File: src/rtl/core/debounced_phase_sequencer_assert.svh
// ----------------------------------------------------------------------------
// debounced phase sequencer assertion macros
// implication checks on clk, switched off in synthesis
// ----------------------------------------------------------------------------
`ifndef DEBOUNCED_PHASE_SEQUENCER_ASSERT_SVH
`define DEBOUNCED_PHASE_SEQUENCER_ASSERT_SVH

`ifndef SYNTHESIS

// same-cycle implication
`define DPS_ASSERT_IMPL(name, pre, post, msg) \
  name: assert property (@(posedge clk) disable iff (rst) (pre) |-> (post)) \
    else $error(msg);

// next-cycle implication
`define DPS_ASSERT_NEXT(name, pre, post, msg) \
  name: assert property (@(posedge clk) disable iff (rst) (pre) |=> (post)) \
    else $error(msg);

`else

`define DPS_ASSERT_IMPL(name, pre, post, msg)
`define DPS_ASSERT_NEXT(name, pre, post, msg)

`endif

`endif

File: src/rtl/core/dps_pkg.sv
`timescale 1ns / 1ps
// ----------------------------------------------------------------------------
// dps_pkg
// types, register map and helpers for the debounced phase sequencer
// ----------------------------------------------------------------------------
package dps_pkg;

  localparam int CLOCK_BITS   = 17;
  localparam int MAX_EDGES    = 2;
  localparam int ELAPSED_BITS = 10;
  localparam int CFG_BITS     = 16;
  localparam int CFG_IDX_BITS = 4;
  localparam int NUM_REGS     = 8;
  localparam int TIME_BITS    = 17;
  localparam int COUNT_BITS   = 16;

  localparam logic [TIME_BITS-1:0] OUT_TIME_MAX = '1;
  localparam logic [CFG_BITS-1:0]  FINAL_MIN_MS = 16'd40000;

  typedef logic [CLOCK_BITS-1:0]   clk_ms_t;
  typedef logic [ELAPSED_BITS-1:0] elapsed_t;
  typedef logic [CFG_BITS-1:0]     cfg_word_t;

  typedef enum logic [1:0] {
    PH_IDLE       = 2'd0,
    PH_FITTING    = 2'd1,
    PH_TRANSITION = 2'd2,
    PH_FINAL      = 2'd3
  } phase_t;

  typedef enum logic [1:0] {
    CMD_TICK    = 2'd0,
    CMD_RESTART = 2'd1,
    CMD_GOTO    = 2'd2,
    CMD_GO      = 2'd3
  } cmd_t;

  typedef enum logic [3:0] {
    CAUSE_NONE    = 4'd0,
    CAUSE_RESTART = 4'd1,
    CAUSE_FORCED  = 4'd2,
    CAUSE_GO      = 4'd3,
    CAUSE_FACE    = 4'd4,
    CAUSE_ABSENT  = 4'd5,
    CAUSE_FIT     = 4'd6,
    CAUSE_SCENE   = 4'd7,
    CAUSE_TIMEOUT = 4'd8
  } cause_t;

  // register indexes
  localparam int REG_IDLE_MIN       = 0;
  localparam int REG_IDLE_FACE_HOLD = 1;
  localparam int REG_FIT_MIN        = 2;
  localparam int REG_FIT_MAX        = 3;
  localparam int REG_FIT_FIT_HOLD   = 4;
  localparam int REG_FIT_ABS_HOLD   = 5;
  localparam int REG_TRANS_MAX      = 6;
  localparam int REG_FINAL_ABS_HOLD = 7;

  localparam cfg_word_t CFG_RESET [NUM_REGS] = '{
    16'd8000, 16'd1500, 16'd2000, 16'd30000,
    16'd1500, 16'd2500, 16'd12000, 16'd8000
  };

  // saturating add of an elapsed step onto a clock or hold
  function automatic clk_ms_t sat_add(clk_ms_t a, elapsed_t dt);
    logic [CLOCK_BITS:0] sum;
    sum = {1'b0, a} + (CLOCK_BITS+1)'(dt);
    return sum[CLOCK_BITS] ? '1 : sum[CLOCK_BITS-1:0];
  endfunction

  function automatic phase_t edge_zero_target(phase_t p);
    phase_t t;
    case (p)
      PH_IDLE:       t = PH_FITTING;
      PH_FITTING:    t = PH_TRANSITION;
      PH_TRANSITION: t = PH_FINAL;
      default:       t = PH_IDLE;
    endcase
    return t;
  endfunction

endpackage

File: src/rtl/core/debounced_phase_sequencer.sv
`timescale 1ns / 1ps
// Path: each transaction passes the input register, then the result register.
// Throughput: one transaction per cycle unless out_ready stalls; all edge, timeout and
// command logic is one combinational pass between input register and result register.
// Reset: synchronous, puts the sequencer in idle with clock and holds at zero,
// entry count at one, configuration at its default values and both stages empty.
// ----------------------------------------------------------------------------
// debounced_phase_sequencer
// four-phase sequencer with debounced edges, phase minimum, timeouts and commands
// ----------------------------------------------------------------------------
`include "debounced_phase_sequencer_assert.svh"

module debounced_phase_sequencer
  import dps_pkg::*;
(
  input  logic                    clk,
  input  logic                    rst,
  input  logic                    cfg_we,
  input  logic [CFG_IDX_BITS-1:0] cfg_index,
  input  logic [CFG_BITS-1:0]     cfg_data,
  input  logic                    in_valid,
  output logic                    in_ready,
  input  logic [1:0]              cmd,
  input  logic [1:0]              target_phase,
  input  logic [ELAPSED_BITS-1:0] elapsed_ms,
  input  logic                    face_detect,
  input  logic                    fit_locked,
  input  logic                    scene_end,
  output logic                    out_valid,
  input  logic                    out_ready,
  output logic [1:0]              phase,
  output logic                    entered,
  output logic [3:0]              cause,
  output logic [TIME_BITS-1:0]    phase_time_ms,
  output logic [COUNT_BITS-1:0]   entry_count
);

  cfg_word_t cfg_regs [NUM_REGS];

  // input register
  logic     inq_valid;
  cmd_t     inq_cmd;
  phase_t   inq_target;
  elapsed_t inq_dt;
  logic     inq_face;
  logic     inq_fit;
  logic     inq_done;

  // sequencer state
  phase_t                cur_phase;
  clk_ms_t               phase_clock;
  clk_ms_t               hold [MAX_EDGES];
  logic                  scene_flag;
  logic [COUNT_BITS-1:0] entries_seen;

  phase_t                phase_next;
  clk_ms_t               clock_next;
  clk_ms_t               hold_next [MAX_EDGES];
  logic                  scene_flag_next;
  logic [COUNT_BITS-1:0] entries_next;
  cause_t                cause_next;

  // per-phase edge description
  logic      lvl0, lvl1, two_edges, ungated0, fire0, fire1, timeout;
  cfg_word_t th0, th1, min_ms, max_ms;
  phase_t    tgt0, tgt1, timeout_to, enter_to;
  cause_t    cz0, cz1;
  logic      flag_tick, do_enter;
  clk_ms_t   clock_tick, hold0_tick, hold1_tick;
  logic [31:0] time_ext;

  logic accept, fire;

  assign accept   = in_valid && in_ready;
  assign fire     = inq_valid && (!out_valid || out_ready);
  assign in_ready = !inq_valid || fire;

  // configuration registers
  always_ff @(posedge clk) begin
    if (rst) begin
      for (int i = 0; i < NUM_REGS; i++) cfg_regs[i] <= CFG_RESET[i];
    end else if (cfg_we && cfg_index < CFG_IDX_BITS'(NUM_REGS)) begin
      cfg_regs[cfg_index[$clog2(NUM_REGS)-1:0]] <= cfg_data;
    end
  end

  always_ff @(posedge clk) begin
    if (rst) begin
      inq_valid <= 1'b0;
    end else if (accept) begin
      inq_valid <= 1'b1;
    end else if (fire) begin
      inq_valid <= 1'b0;
    end
  end

  always_ff @(posedge clk) begin
    if (accept) begin
      inq_cmd    <= cmd_t'(cmd);
      inq_target <= phase_t'(target_phase);
      inq_dt     <= elapsed_ms;
      inq_face   <= face_detect;
      inq_fit    <= fit_locked;
      inq_done   <= scene_end;
    end
  end

  // edge table of the current phase
  always_comb begin
    lvl0       = 1'b0;
    lvl1       = 1'b0;
    two_edges  = 1'b0;
    ungated0   = 1'b0;
    th0        = '0;
    th1        = '0;
    min_ms     = '0;
    max_ms     = '0;
    tgt0       = PH_IDLE;
    tgt1       = PH_IDLE;
    timeout_to = PH_IDLE;
    cz0        = CAUSE_NONE;
    cz1        = CAUSE_NONE;
    flag_tick  = scene_flag | inq_done;
    case (cur_phase)
      PH_IDLE: begin
        lvl0   = inq_face;
        th0    = cfg_regs[REG_IDLE_FACE_HOLD];
        tgt0   = PH_FITTING;
        cz0    = CAUSE_FACE;
        min_ms = cfg_regs[REG_IDLE_MIN];
      end
      PH_FITTING: begin
        two_edges  = 1'b1;
        lvl0       = inq_fit;
        th0        = cfg_regs[REG_FIT_FIT_HOLD];
        tgt0       = PH_TRANSITION;
        cz0        = CAUSE_FIT;
        lvl1       = !inq_face;
        th1        = cfg_regs[REG_FIT_ABS_HOLD];
        tgt1       = PH_IDLE;
        cz1        = CAUSE_ABSENT;
        min_ms     = cfg_regs[REG_FIT_MIN];
        max_ms     = cfg_regs[REG_FIT_MAX];
        timeout_to = PH_IDLE;
      end
      PH_TRANSITION: begin
        // zero debounce, not held back by any minimum
        lvl0       = flag_tick;
        tgt0       = PH_FINAL;
        cz0        = CAUSE_SCENE;
        ungated0   = 1'b1;
        max_ms     = cfg_regs[REG_TRANS_MAX];
        timeout_to = PH_FINAL;
      end
      default: begin
        lvl0   = !inq_face;
        th0    = cfg_regs[REG_FINAL_ABS_HOLD];
        tgt0   = PH_IDLE;
        cz0    = CAUSE_ABSENT;
        min_ms = FINAL_MIN_MS;
      end
    endcase
  end

  assign clock_tick = sat_add(phase_clock, inq_dt);
  assign hold0_tick = lvl0 ? sat_add(hold[0], inq_dt) : '0;
  assign hold1_tick = lvl1 ? sat_add(hold[1], inq_dt) : '0;

  assign fire0   = lvl0 && hold0_tick >= CLOCK_BITS'(th0)
                   && (ungated0 || clock_tick >= CLOCK_BITS'(min_ms));
  assign fire1   = two_edges && !fire0 && lvl1 && hold1_tick >= CLOCK_BITS'(th1)
                   && clock_tick >= CLOCK_BITS'(min_ms);
  assign timeout = !fire0 && !fire1 && max_ms != '0
                   && clock_tick >= CLOCK_BITS'(max_ms);

  always_comb begin
    do_enter        = 1'b1;
    enter_to        = PH_IDLE;
    cause_next      = CAUSE_NONE;
    phase_next      = cur_phase;
    clock_next      = phase_clock;
    scene_flag_next = scene_flag;
    entries_next    = entries_seen;
    for (int i = 0; i < MAX_EDGES; i++) hold_next[i] = hold[i];
    case (inq_cmd)
      CMD_RESTART: begin
        enter_to   = PH_IDLE;
        cause_next = CAUSE_RESTART;
      end
      CMD_GOTO: begin
        enter_to   = inq_target;
        cause_next = CAUSE_FORCED;
      end
      CMD_GO: begin
        enter_to   = edge_zero_target(cur_phase);
        cause_next = CAUSE_GO;
      end
      default: begin
        clock_next      = clock_tick;
        scene_flag_next = flag_tick;
        hold_next[0]    = hold0_tick;
        if (two_edges) hold_next[1] = hold1_tick;
        if (fire0) begin
          enter_to   = tgt0;
          cause_next = cz0;
        end else if (fire1) begin
          enter_to   = tgt1;
          cause_next = cz1;
        end else if (timeout) begin
          enter_to   = timeout_to;
          cause_next = CAUSE_TIMEOUT;
        end else begin
          do_enter = 1'b0;
        end
      end
    endcase
    if (do_enter) begin
      phase_next      = enter_to;
      clock_next      = '0;
      scene_flag_next = 1'b0;
      entries_next    = entries_seen + 1'b1;
      for (int i = 0; i < MAX_EDGES; i++) hold_next[i] = '0;
    end
  end

  always_ff @(posedge clk) begin
    if (rst) begin
      cur_phase    <= PH_IDLE;
      phase_clock  <= '0;
      scene_flag   <= 1'b0;
      entries_seen <= COUNT_BITS'(1);
      for (int i = 0; i < MAX_EDGES; i++) hold[i] <= '0;
    end else if (fire) begin
      cur_phase    <= phase_next;
      phase_clock  <= clock_next;
      scene_flag   <= scene_flag_next;
      entries_seen <= entries_next;
      for (int i = 0; i < MAX_EDGES; i++) hold[i] <= hold_next[i];
    end
  end

  // result register
  assign time_ext = 32'(clock_next);

  always_ff @(posedge clk) begin
    if (rst) begin
      out_valid <= 1'b0;
    end else if (fire) begin
      out_valid <= 1'b1;
    end else if (out_ready) begin
      out_valid <= 1'b0;
    end
  end

  always_ff @(posedge clk) begin
    if (fire) begin
      phase         <= phase_next;
      entered       <= do_enter;
      cause         <= cause_next;
      phase_time_ms <= (time_ext > 32'(OUT_TIME_MAX)) ? OUT_TIME_MAX
                                                      : time_ext[TIME_BITS-1:0];
      entry_count   <= entries_next;
    end
  end

  `DPS_ASSERT_IMPL(a_entry_clears_clock, out_valid && entered, phase_time_ms == '0, "entry time")
  `DPS_ASSERT_IMPL(a_entered_matches_cause, out_valid, entered == (cause != CAUSE_NONE), "cause")
  `DPS_ASSERT_NEXT(a_fire_loads_result, fire, out_valid, "result lost after processing")
  `DPS_ASSERT_NEXT(a_count_holds, fire && !do_enter, entry_count == $past(entries_seen), "count")

endmodule

File: config.mk
export PLATFORM = sky130hd
export DESIGN_NAME = debounced_phase_sequencer
export DESIGN_NICKNAME = d
export VERILOG_FILES = /design/src/rtl/core/dps_pkg.sv /design/src/rtl/core/debounced_phase_sequencer.sv
export VERILOG_INCLUDE_DIRS = /design/src /design/src/rtl/core
export SDC_FILE = /design/constraint.sdc
export NUM_CORES = 1
export LEC_CHECK = 0
export ABC_AREA = 1
export CELL_PAD_IN_SITES_DETAIL_PLACEMENT = 1
export CELL_PAD_IN_SITES_GLOBAL_PLACEMENT = 1
export CORE_ASPECT_RATIO = 1.2
export CORE_MARGIN = 4
export CORE_UTILIZATION = 45
export CTS_CLUSTER_DIAMETER = 40
export CTS_CLUSTER_SIZE = 12
export DETAILED_ROUTE_END_ITERATION = 7
export DONT_BUFFER_PORTS = 1
export HOLD_SLACK_MARGIN = 0.03
export PLACE_DENSITY = 0.8
export SLEW_MARGIN = 20
export SYNTH_ARGS = -nofsm -noshare
export SYNTH_HDL_FRONTEND = slang
export SYNTH_SLANG_ARGS = --single-unit
File: constraint.sdc
create_clock -name clk -period 4.7 [get_ports clk]
set_input_delay 0.235 -clock clk [delete_from_list [all_inputs] [get_ports clk]]
set_output_delay 0.235 -clock clk [all_outputs]
set_load 0.1 [all_outputs]
; After elaboration in Yosys (flattened, before gate mapping)
; Memories as Yosys holds them, arrays and structs flattened.
; Cells that the tools add are included.
; W data, S select, Z words.
[op_classes]
add_sub_neg = 4
mul = 0
div = 0
order_cmp = 6
eq_ne = 6
shift = 0
n_mux = 55
n_bitwise = 3
reduce_logical = 27
[ops]
columns = operator, n
row1 = $mux W17, 10
row2 = $pmux W16 S3, 2
row3 = $ge A17 B16 Y1, 4
row4 = $mux W34, 2
row5 = $add A17 B10 Y18, 3
row6 = $mux W16, 3
row7 = $pmux W16 S2, 1
row8 = $mux W1, 22
row9 = $pmux W2 S3, 3
row10 = $gt A17 B17 Y1 const B, 1
row11 = $add A16 B1 Y16 const B, 1
row12 = $reduce_bool A16 Y1, 1
row13 = $reduce_or A16 Y1, 1
row14 = $logic_and A1 B1 Y1, 12
row15 = $mux W4, 3
row16 = $pmux W4 S3, 1
row17 = $mux W2, 5
row18 = $eq A2 B2 Y1 const B, 3
row19 = $mux W3, 2
row20 = $logic_not A1 Y1, 5
row21 = $eq A2 B1 Y1 const B, 2
row22 = $lt A4 B4 Y1 const B, 1
row23 = $reduce_bool A2 Y1, 2
row24 = $logic_or A1 B1 Y1, 3
row25 = 6 further kinds, 8
[word_totals]
reg_bits = 95
latchBits = 0
ram_bits = 162
romBits = 0
in_bits = 42
output_inout_bits = 42
word_cells = 120
mem_count = 2
[memory_table]
columns = memory, depth, word_bits, rd, rd_ports_with_merged_regs, wr, line
row1 = cfg_regs, 8, 16, 8, 0, 8, debounced_phase_sequencer.sv:38  ; cfg_word_t cfg_regs [NUM_REGS];
row2 = hold, 2, 17, 2, 0, 2, debounced_phase_sequencer.sv:52  ; clk_ms_t hold [MAX_EDGES];

; Logic depth before layout (Yosys ltp)
; An unclocked memory read counts as a cell.
[logic_depth]
ltp_word = 22
ltp_mapped = 34
ltp_nobuf = 33

; Least setup slack after synthesis
; OpenSTA, ideal clock, no wires.
[synth_path]
kind = register to register
start = register, netlist name inq_dt[1]
end = memory hold[0][17] (netlist name) (enable)
setup_time_ns = 0.397
arrival_time_ns = 4.079
path_slack_ns = 0.224
stages_incl_launch_ff = 21
synth_period_minus_slack_ns = 4.476
path_cell_list = edfxtp_1 -> inv_1 -> fa_1 -> o21ai_1 -> nand2_1 -> nand2_1 -> inv_1 -> o21ai_0 -> inv_1 -> nor4_1 -> xnor2_1 -> a21oi_1 -> ha_1 -> nand2_1 -> nor4_1 -> a31oi_1 -> nand3_1 -> nand2_2 -> nand3_4 -> nor2_2 -> a21oi_1
[synth_rtl]
columns = item, line
row1 = to (decl), debounced_phase_sequencer.sv:52

; Worst setup path after layout
[layout_path]
start = register inq_dt[1]
end = register entries_seen[0]
[layout_via]
elab_chain_cells = 20
[layout_rtl]
columns = item, line
row1 = from (decl), debounced_phase_sequencer.sv:44  ; elapsed_t inq_dt;
row2 = from (signal assigned), debounced_phase_sequencer.sv:101  ; inq_dt <= elapsed_ms;
row3 = $add A17 B10 Y18, dps_pkg.sv:68  ; sum = {1'b0, a} + (CLOCK_BITS+1)'(dt);
row4 = $mux W17, dps_pkg.sv:69  ; return sum[CLOCK_BITS] ? '1 : sum[CLOCK_BITS-1:0];
row5 = $mux W17, debounced_phase_sequencer.sv:166  ; assign hold0_tick = lvl0 ? sat_add(hold[0], inq_dt) : '0;
row6 = $ge A17 B16 Y1, debounced_phase_sequencer.sv:169  ; assign fire0 = lvl0 && hold0_tick >= CLOCK_BITS'(th0)
row7 = $logic_and A1 B1 Y1, debounced_phase_sequencer.sv:169
row8 = $logic_and A1 B1 Y1, debounced_phase_sequencer.sv:170  ; && (ungated0 || clock_tick >= CLOCK_BITS'(min_ms));
row9 = $logic_not A1 Y1, "debounced_phase_sequencer.sv:171, debounced_phase_sequencer.sv:173"
row10 = $logic_and A1 B1 Y1 (3 in series), debounced_phase_sequencer.sv:171  ; assign fire1 = two_edges && !fire0 && lvl1 && hold1_tick >= CLOCK_BITS'(th1)
row11 = [... 2 more ...], --
row12 = $logic_and A1 B1 Y1 (2 in series), debounced_phase_sequencer.sv:173  ; assign timeout = !fire0 && !fire1 && max_ms != '0
row13 = $logic_and A1 B1 Y1, debounced_phase_sequencer.sv:174  ; && clock_tick >= CLOCK_BITS'(max_ms);
row14 = $mux W1, debounced_phase_sequencer.sv:209  ; end else if (timeout) begin
row15 = $mux W1, debounced_phase_sequencer.sv:206  ; end else if (fire1) begin
row16 = $mux W1 *, debounced_phase_sequencer.sv:203  ; if (fire0) begin
row17 = $mux W1 *, debounced_phase_sequencer.sv:185  ; case (inq_cmd)
row18 = $mux W16 *, debounced_phase_sequencer.sv:217  ; if (do_enter) begin
row19 = named net entries_next[0], debounced_phase_sequencer.sv:60  ; logic [COUNT_BITS-1:0] entries_next;
row20 = to (signal assigned), debounced_phase_sequencer.sv:237  ; entries_seen <= entries_next;
row21 = to (decl), debounced_phase_sequencer.sv:54  ; logic [COUNT_BITS-1:0] entries_seen;
; The timed path passes the listed nets; every way through them passes the cells marked *.
; A chain may end at the register's enable or synchronous reset.

==> summary.md <==
| Metric | Value |
|---|---|
| # nets final | 1779 |
| Pin count of the biggest net entering global routing | 43 |
| DR iter-0 viols | 1030 |
| EDFF count, synth | 219 |
| Total die area | 34860 sq um |
| CP startpoint kind | flop |
| Tot GR Track Use | 24.79% |
| Period utilization | 96.59% |
| Pwr per Cell Area | 372.1 nW/um^2 |
| DR pass1 iterations | 5 |
| # rows | 71 |
| Vias/cell | 5.666 |
| Nature of the critical path endpoint | flop |
| H-tree levels | 2 |
| CTS tree | built |
| Final setup fails | 0 |
| Skew final | 0.03670 ns |
| Initial antenna violation count | 1 |
| Gr ovfl total | 0 |
| Fmax | 220.3 MHz |
| Worst-case clock buffer depth | 3 |
| Routed Antenna Nets | 0 |
| Clock sink count | 257 |
| Fin. max-slew vios | 0 |
| Synthesis warning total | 0 |
| Seq/Total Area, Yosys | 51.07% |
| Max IR drop VDD | 0.3316 mV |
| Global placement routability congestion | 0.8453 |
| Slowest stage delay, CP | 0.39 ns |
| Crit path max fanout | 21 |
| Synth top area cells | edfxtp_1 (46%), nand2_1 (11%), ha_1 (8.6%) |
| Final hold viol count | 0 |
| Tmin final | 4.540 ns |
| Detailed placement HPWL | 31.34 mm |
| Root Buffer | clkbuf_16 |
| Synthesized area | 14370 sq um |
| Port buffer count | 0 |
| Die height | 203.7 microns |
| Post-Syn Instances | 1572 |
| CP dominant cell by count | nand2_1 |
| CP bufs+invs | 8 |
| Pleak | 7.057 nW |
| WS Path Type | reg2reg |
| Status | finished clean |
| Flops & latches, synth | 257 |
| Die W | 171.1 microns |
| Num CTS Buffers | 37 |
| Post-synth ARST share | 0% |
| Layout area overhead | 17.12% |
| Slew margin rel. | 24.87% |
| Worst path top cell family by delay | simple AND/OR/NAND/NOR gates |
| Post-placement cell count | 1955 |
| # DRC | 0 |
| Tightest Hold Check Type | in2reg |
| Clock Latency Late Sink | 0.55 ns |
| Max-cap violations | 0 |
| Vias in the first global route | 12161 |
| Worst-margin pin slew | 1.124 ns |
| First-pass GRT wire length | 67.59 mm |
| Via Count | 11695 |
| Syn_area_per_cell | 9.140 sq um |
| Crit-path slowest cell | edfxtp_1 |
| Post-synth top area share | 45.77% |
| FILL cells | 3571 |
| WL per Instance | 21.82 microns |
| Reg clk slew, reported paths | 0.06 ns |
| Synth cell types | 58 |
| Post-route insts no fill | 2064 |
| I/O pins | 84 |
| WP data required | 5.14 ns |
| Starting density of the core | 45.69% |
| Arrival @ worst endpoint | 4.98 ns |
| Top_reg_cell synth | edfxtp_1 |
| Post-synth net total | 1716 |
| Share of cells above drive strength 1 | 13.06% |
| Post-synth top area cell | edfxtp_1 |
| Core Box Area | 31450 sq um |
| Final WL | 45.03 mm |
| TNS Setup | 0 ns |
==> worst paths after layout <==
| check | depth (start not counted) | slack, ns | end | from |
|---|---|---|---|---|
| max | 37 | 0.16 | entries_seen[0] | inq_dt[1] |
| min | 2 | 0.07 | cfg_regs[0][6] | cfg_data[6] |
| max reg2reg | 37 | 0.16 | entries_seen[0] | inq_dt[1] |
| min reg2reg | 2 | 0.47 | entries_seen[8] | entries_seen[8] |
==> cell families after synthesis <==
family	synth area share, %
adder cells (fa/ha/maj)	9.039
XOR/XNOR	2.195
AND/OR/NAND/NOR	22.05
flip-flops	51.07
AO/OA/AOI/OAI	9.431
buffers and inverters	6.218
==> Yosys cell counts, drive strengths merged, types with 3 or more instances <==
| master | instances |
|---|---|
| nand4 | 15 |
| edfxtp | 219 |
| a22o | 26 |
| nor2 | 189 |
| o22ai | 3 |
| nand2 | 432 |
| fa | 3 |
| inv | 173 |
| buf | 19 |
| nand3 | 59 |
| nor3b | 12 |
| dfxtp | 38 |
| nor4 | 8 |
| xnor2 | 10 |
| clkinv | 5 |
| a221o | 15 |
| ha | 99 |
| a21oi | 65 |
| a221oi | 5 |
| a21o | 4 |
| and2 | 3 |
| nor3 | 24 |
| xor2 | 26 |
| o21ai | 69 |
| or2 | 4 |
| clkbuf | 22 |
| a31oi | 10 |
==> layer usage <==
layer | vias up | share of wire [%] | global-route usage, %
met3 | 94 | 4.9 | 3.393
met4 | 0 | 3.7 | 7.614
met1 | 5814 | 41 | 31.44
met5 | - | 0 | 0
li1 | 5431 | - | -
met2 | 356 | 51 | 43.82
==> power breakdown <==
part | switching, W | internal [W]
clock network | 0.00109 | 0.00161
registers | 0.000173 | 0.00259
logic | 0.000526 | 0.000271
==> flip-flops by register name, summed over array words and instances, names as in the netlist, 2 cells and up <==
name	flops
inq_cmd	2
phase_clock	17
cause	4
entry_count	16
hold	34
phase	2
entries_seen	16
cfg_regs	128
inq_target	2
phase_time_ms	17
inq_dt	10
cur_phase	2
==> layout by cell type (no fill, tap or decap), types with 37 or more instances in the layout <==
cell type / n
a21oi_1: 52
nor2_1: 164
ha_1: 92
nand3_1: 48
inv_1: 160
dfxtp_1: 38
buf_4: 37
nand2_1: 416
clkbuf_16: 42
o21ai_0: 44
edfxtp_1: 219
==> timing repair <==
item | CTS | global route
gates resized for setup | 4 | 83
setup buffers | 2 | 16
hold endpoints to repair | 23 | 0
hold buffers | 21 | 0
setup endpoints to repair | 97 | 125
pin swaps | 0 | 9
gates cloned | 0 | 3
==> cell type report <==
type                    count  area (sq um)  area share, %
diodes                      1         2.502        0.01487
clock buffers              46          1012          6.015
clock inverters            20         188.9          1.123
inverters                 178         676.9          4.023
multi-input cells        1095          6450          38.33
flip-flops and latches    257          7337          43.60
well taps                 401         501.7          2.982
repair buffers             66         658.1          3.911
==> metrics by stage <==
stage	total power, W	area [sq um]	util (%)	setup WS [ns]	hold WS, ns
2_1_floorplan	0.003278	14370	-	0.2244	0.3041
3_3_place_gp	0.003468	14870	47.28	0.1089	0.3074
3_5_place_dp	0.003506	14870	47.28	-0.09205	0.3209
4_1_cts	0.006209	16310	51.87	0.003809	0.05331
5_1_grt	0.006494	16830	53.51	-0.1874	0.07406
6_report	0.006261	16830	53.51	0.1604	0.06710
Power figures use the tool's default switching activity.
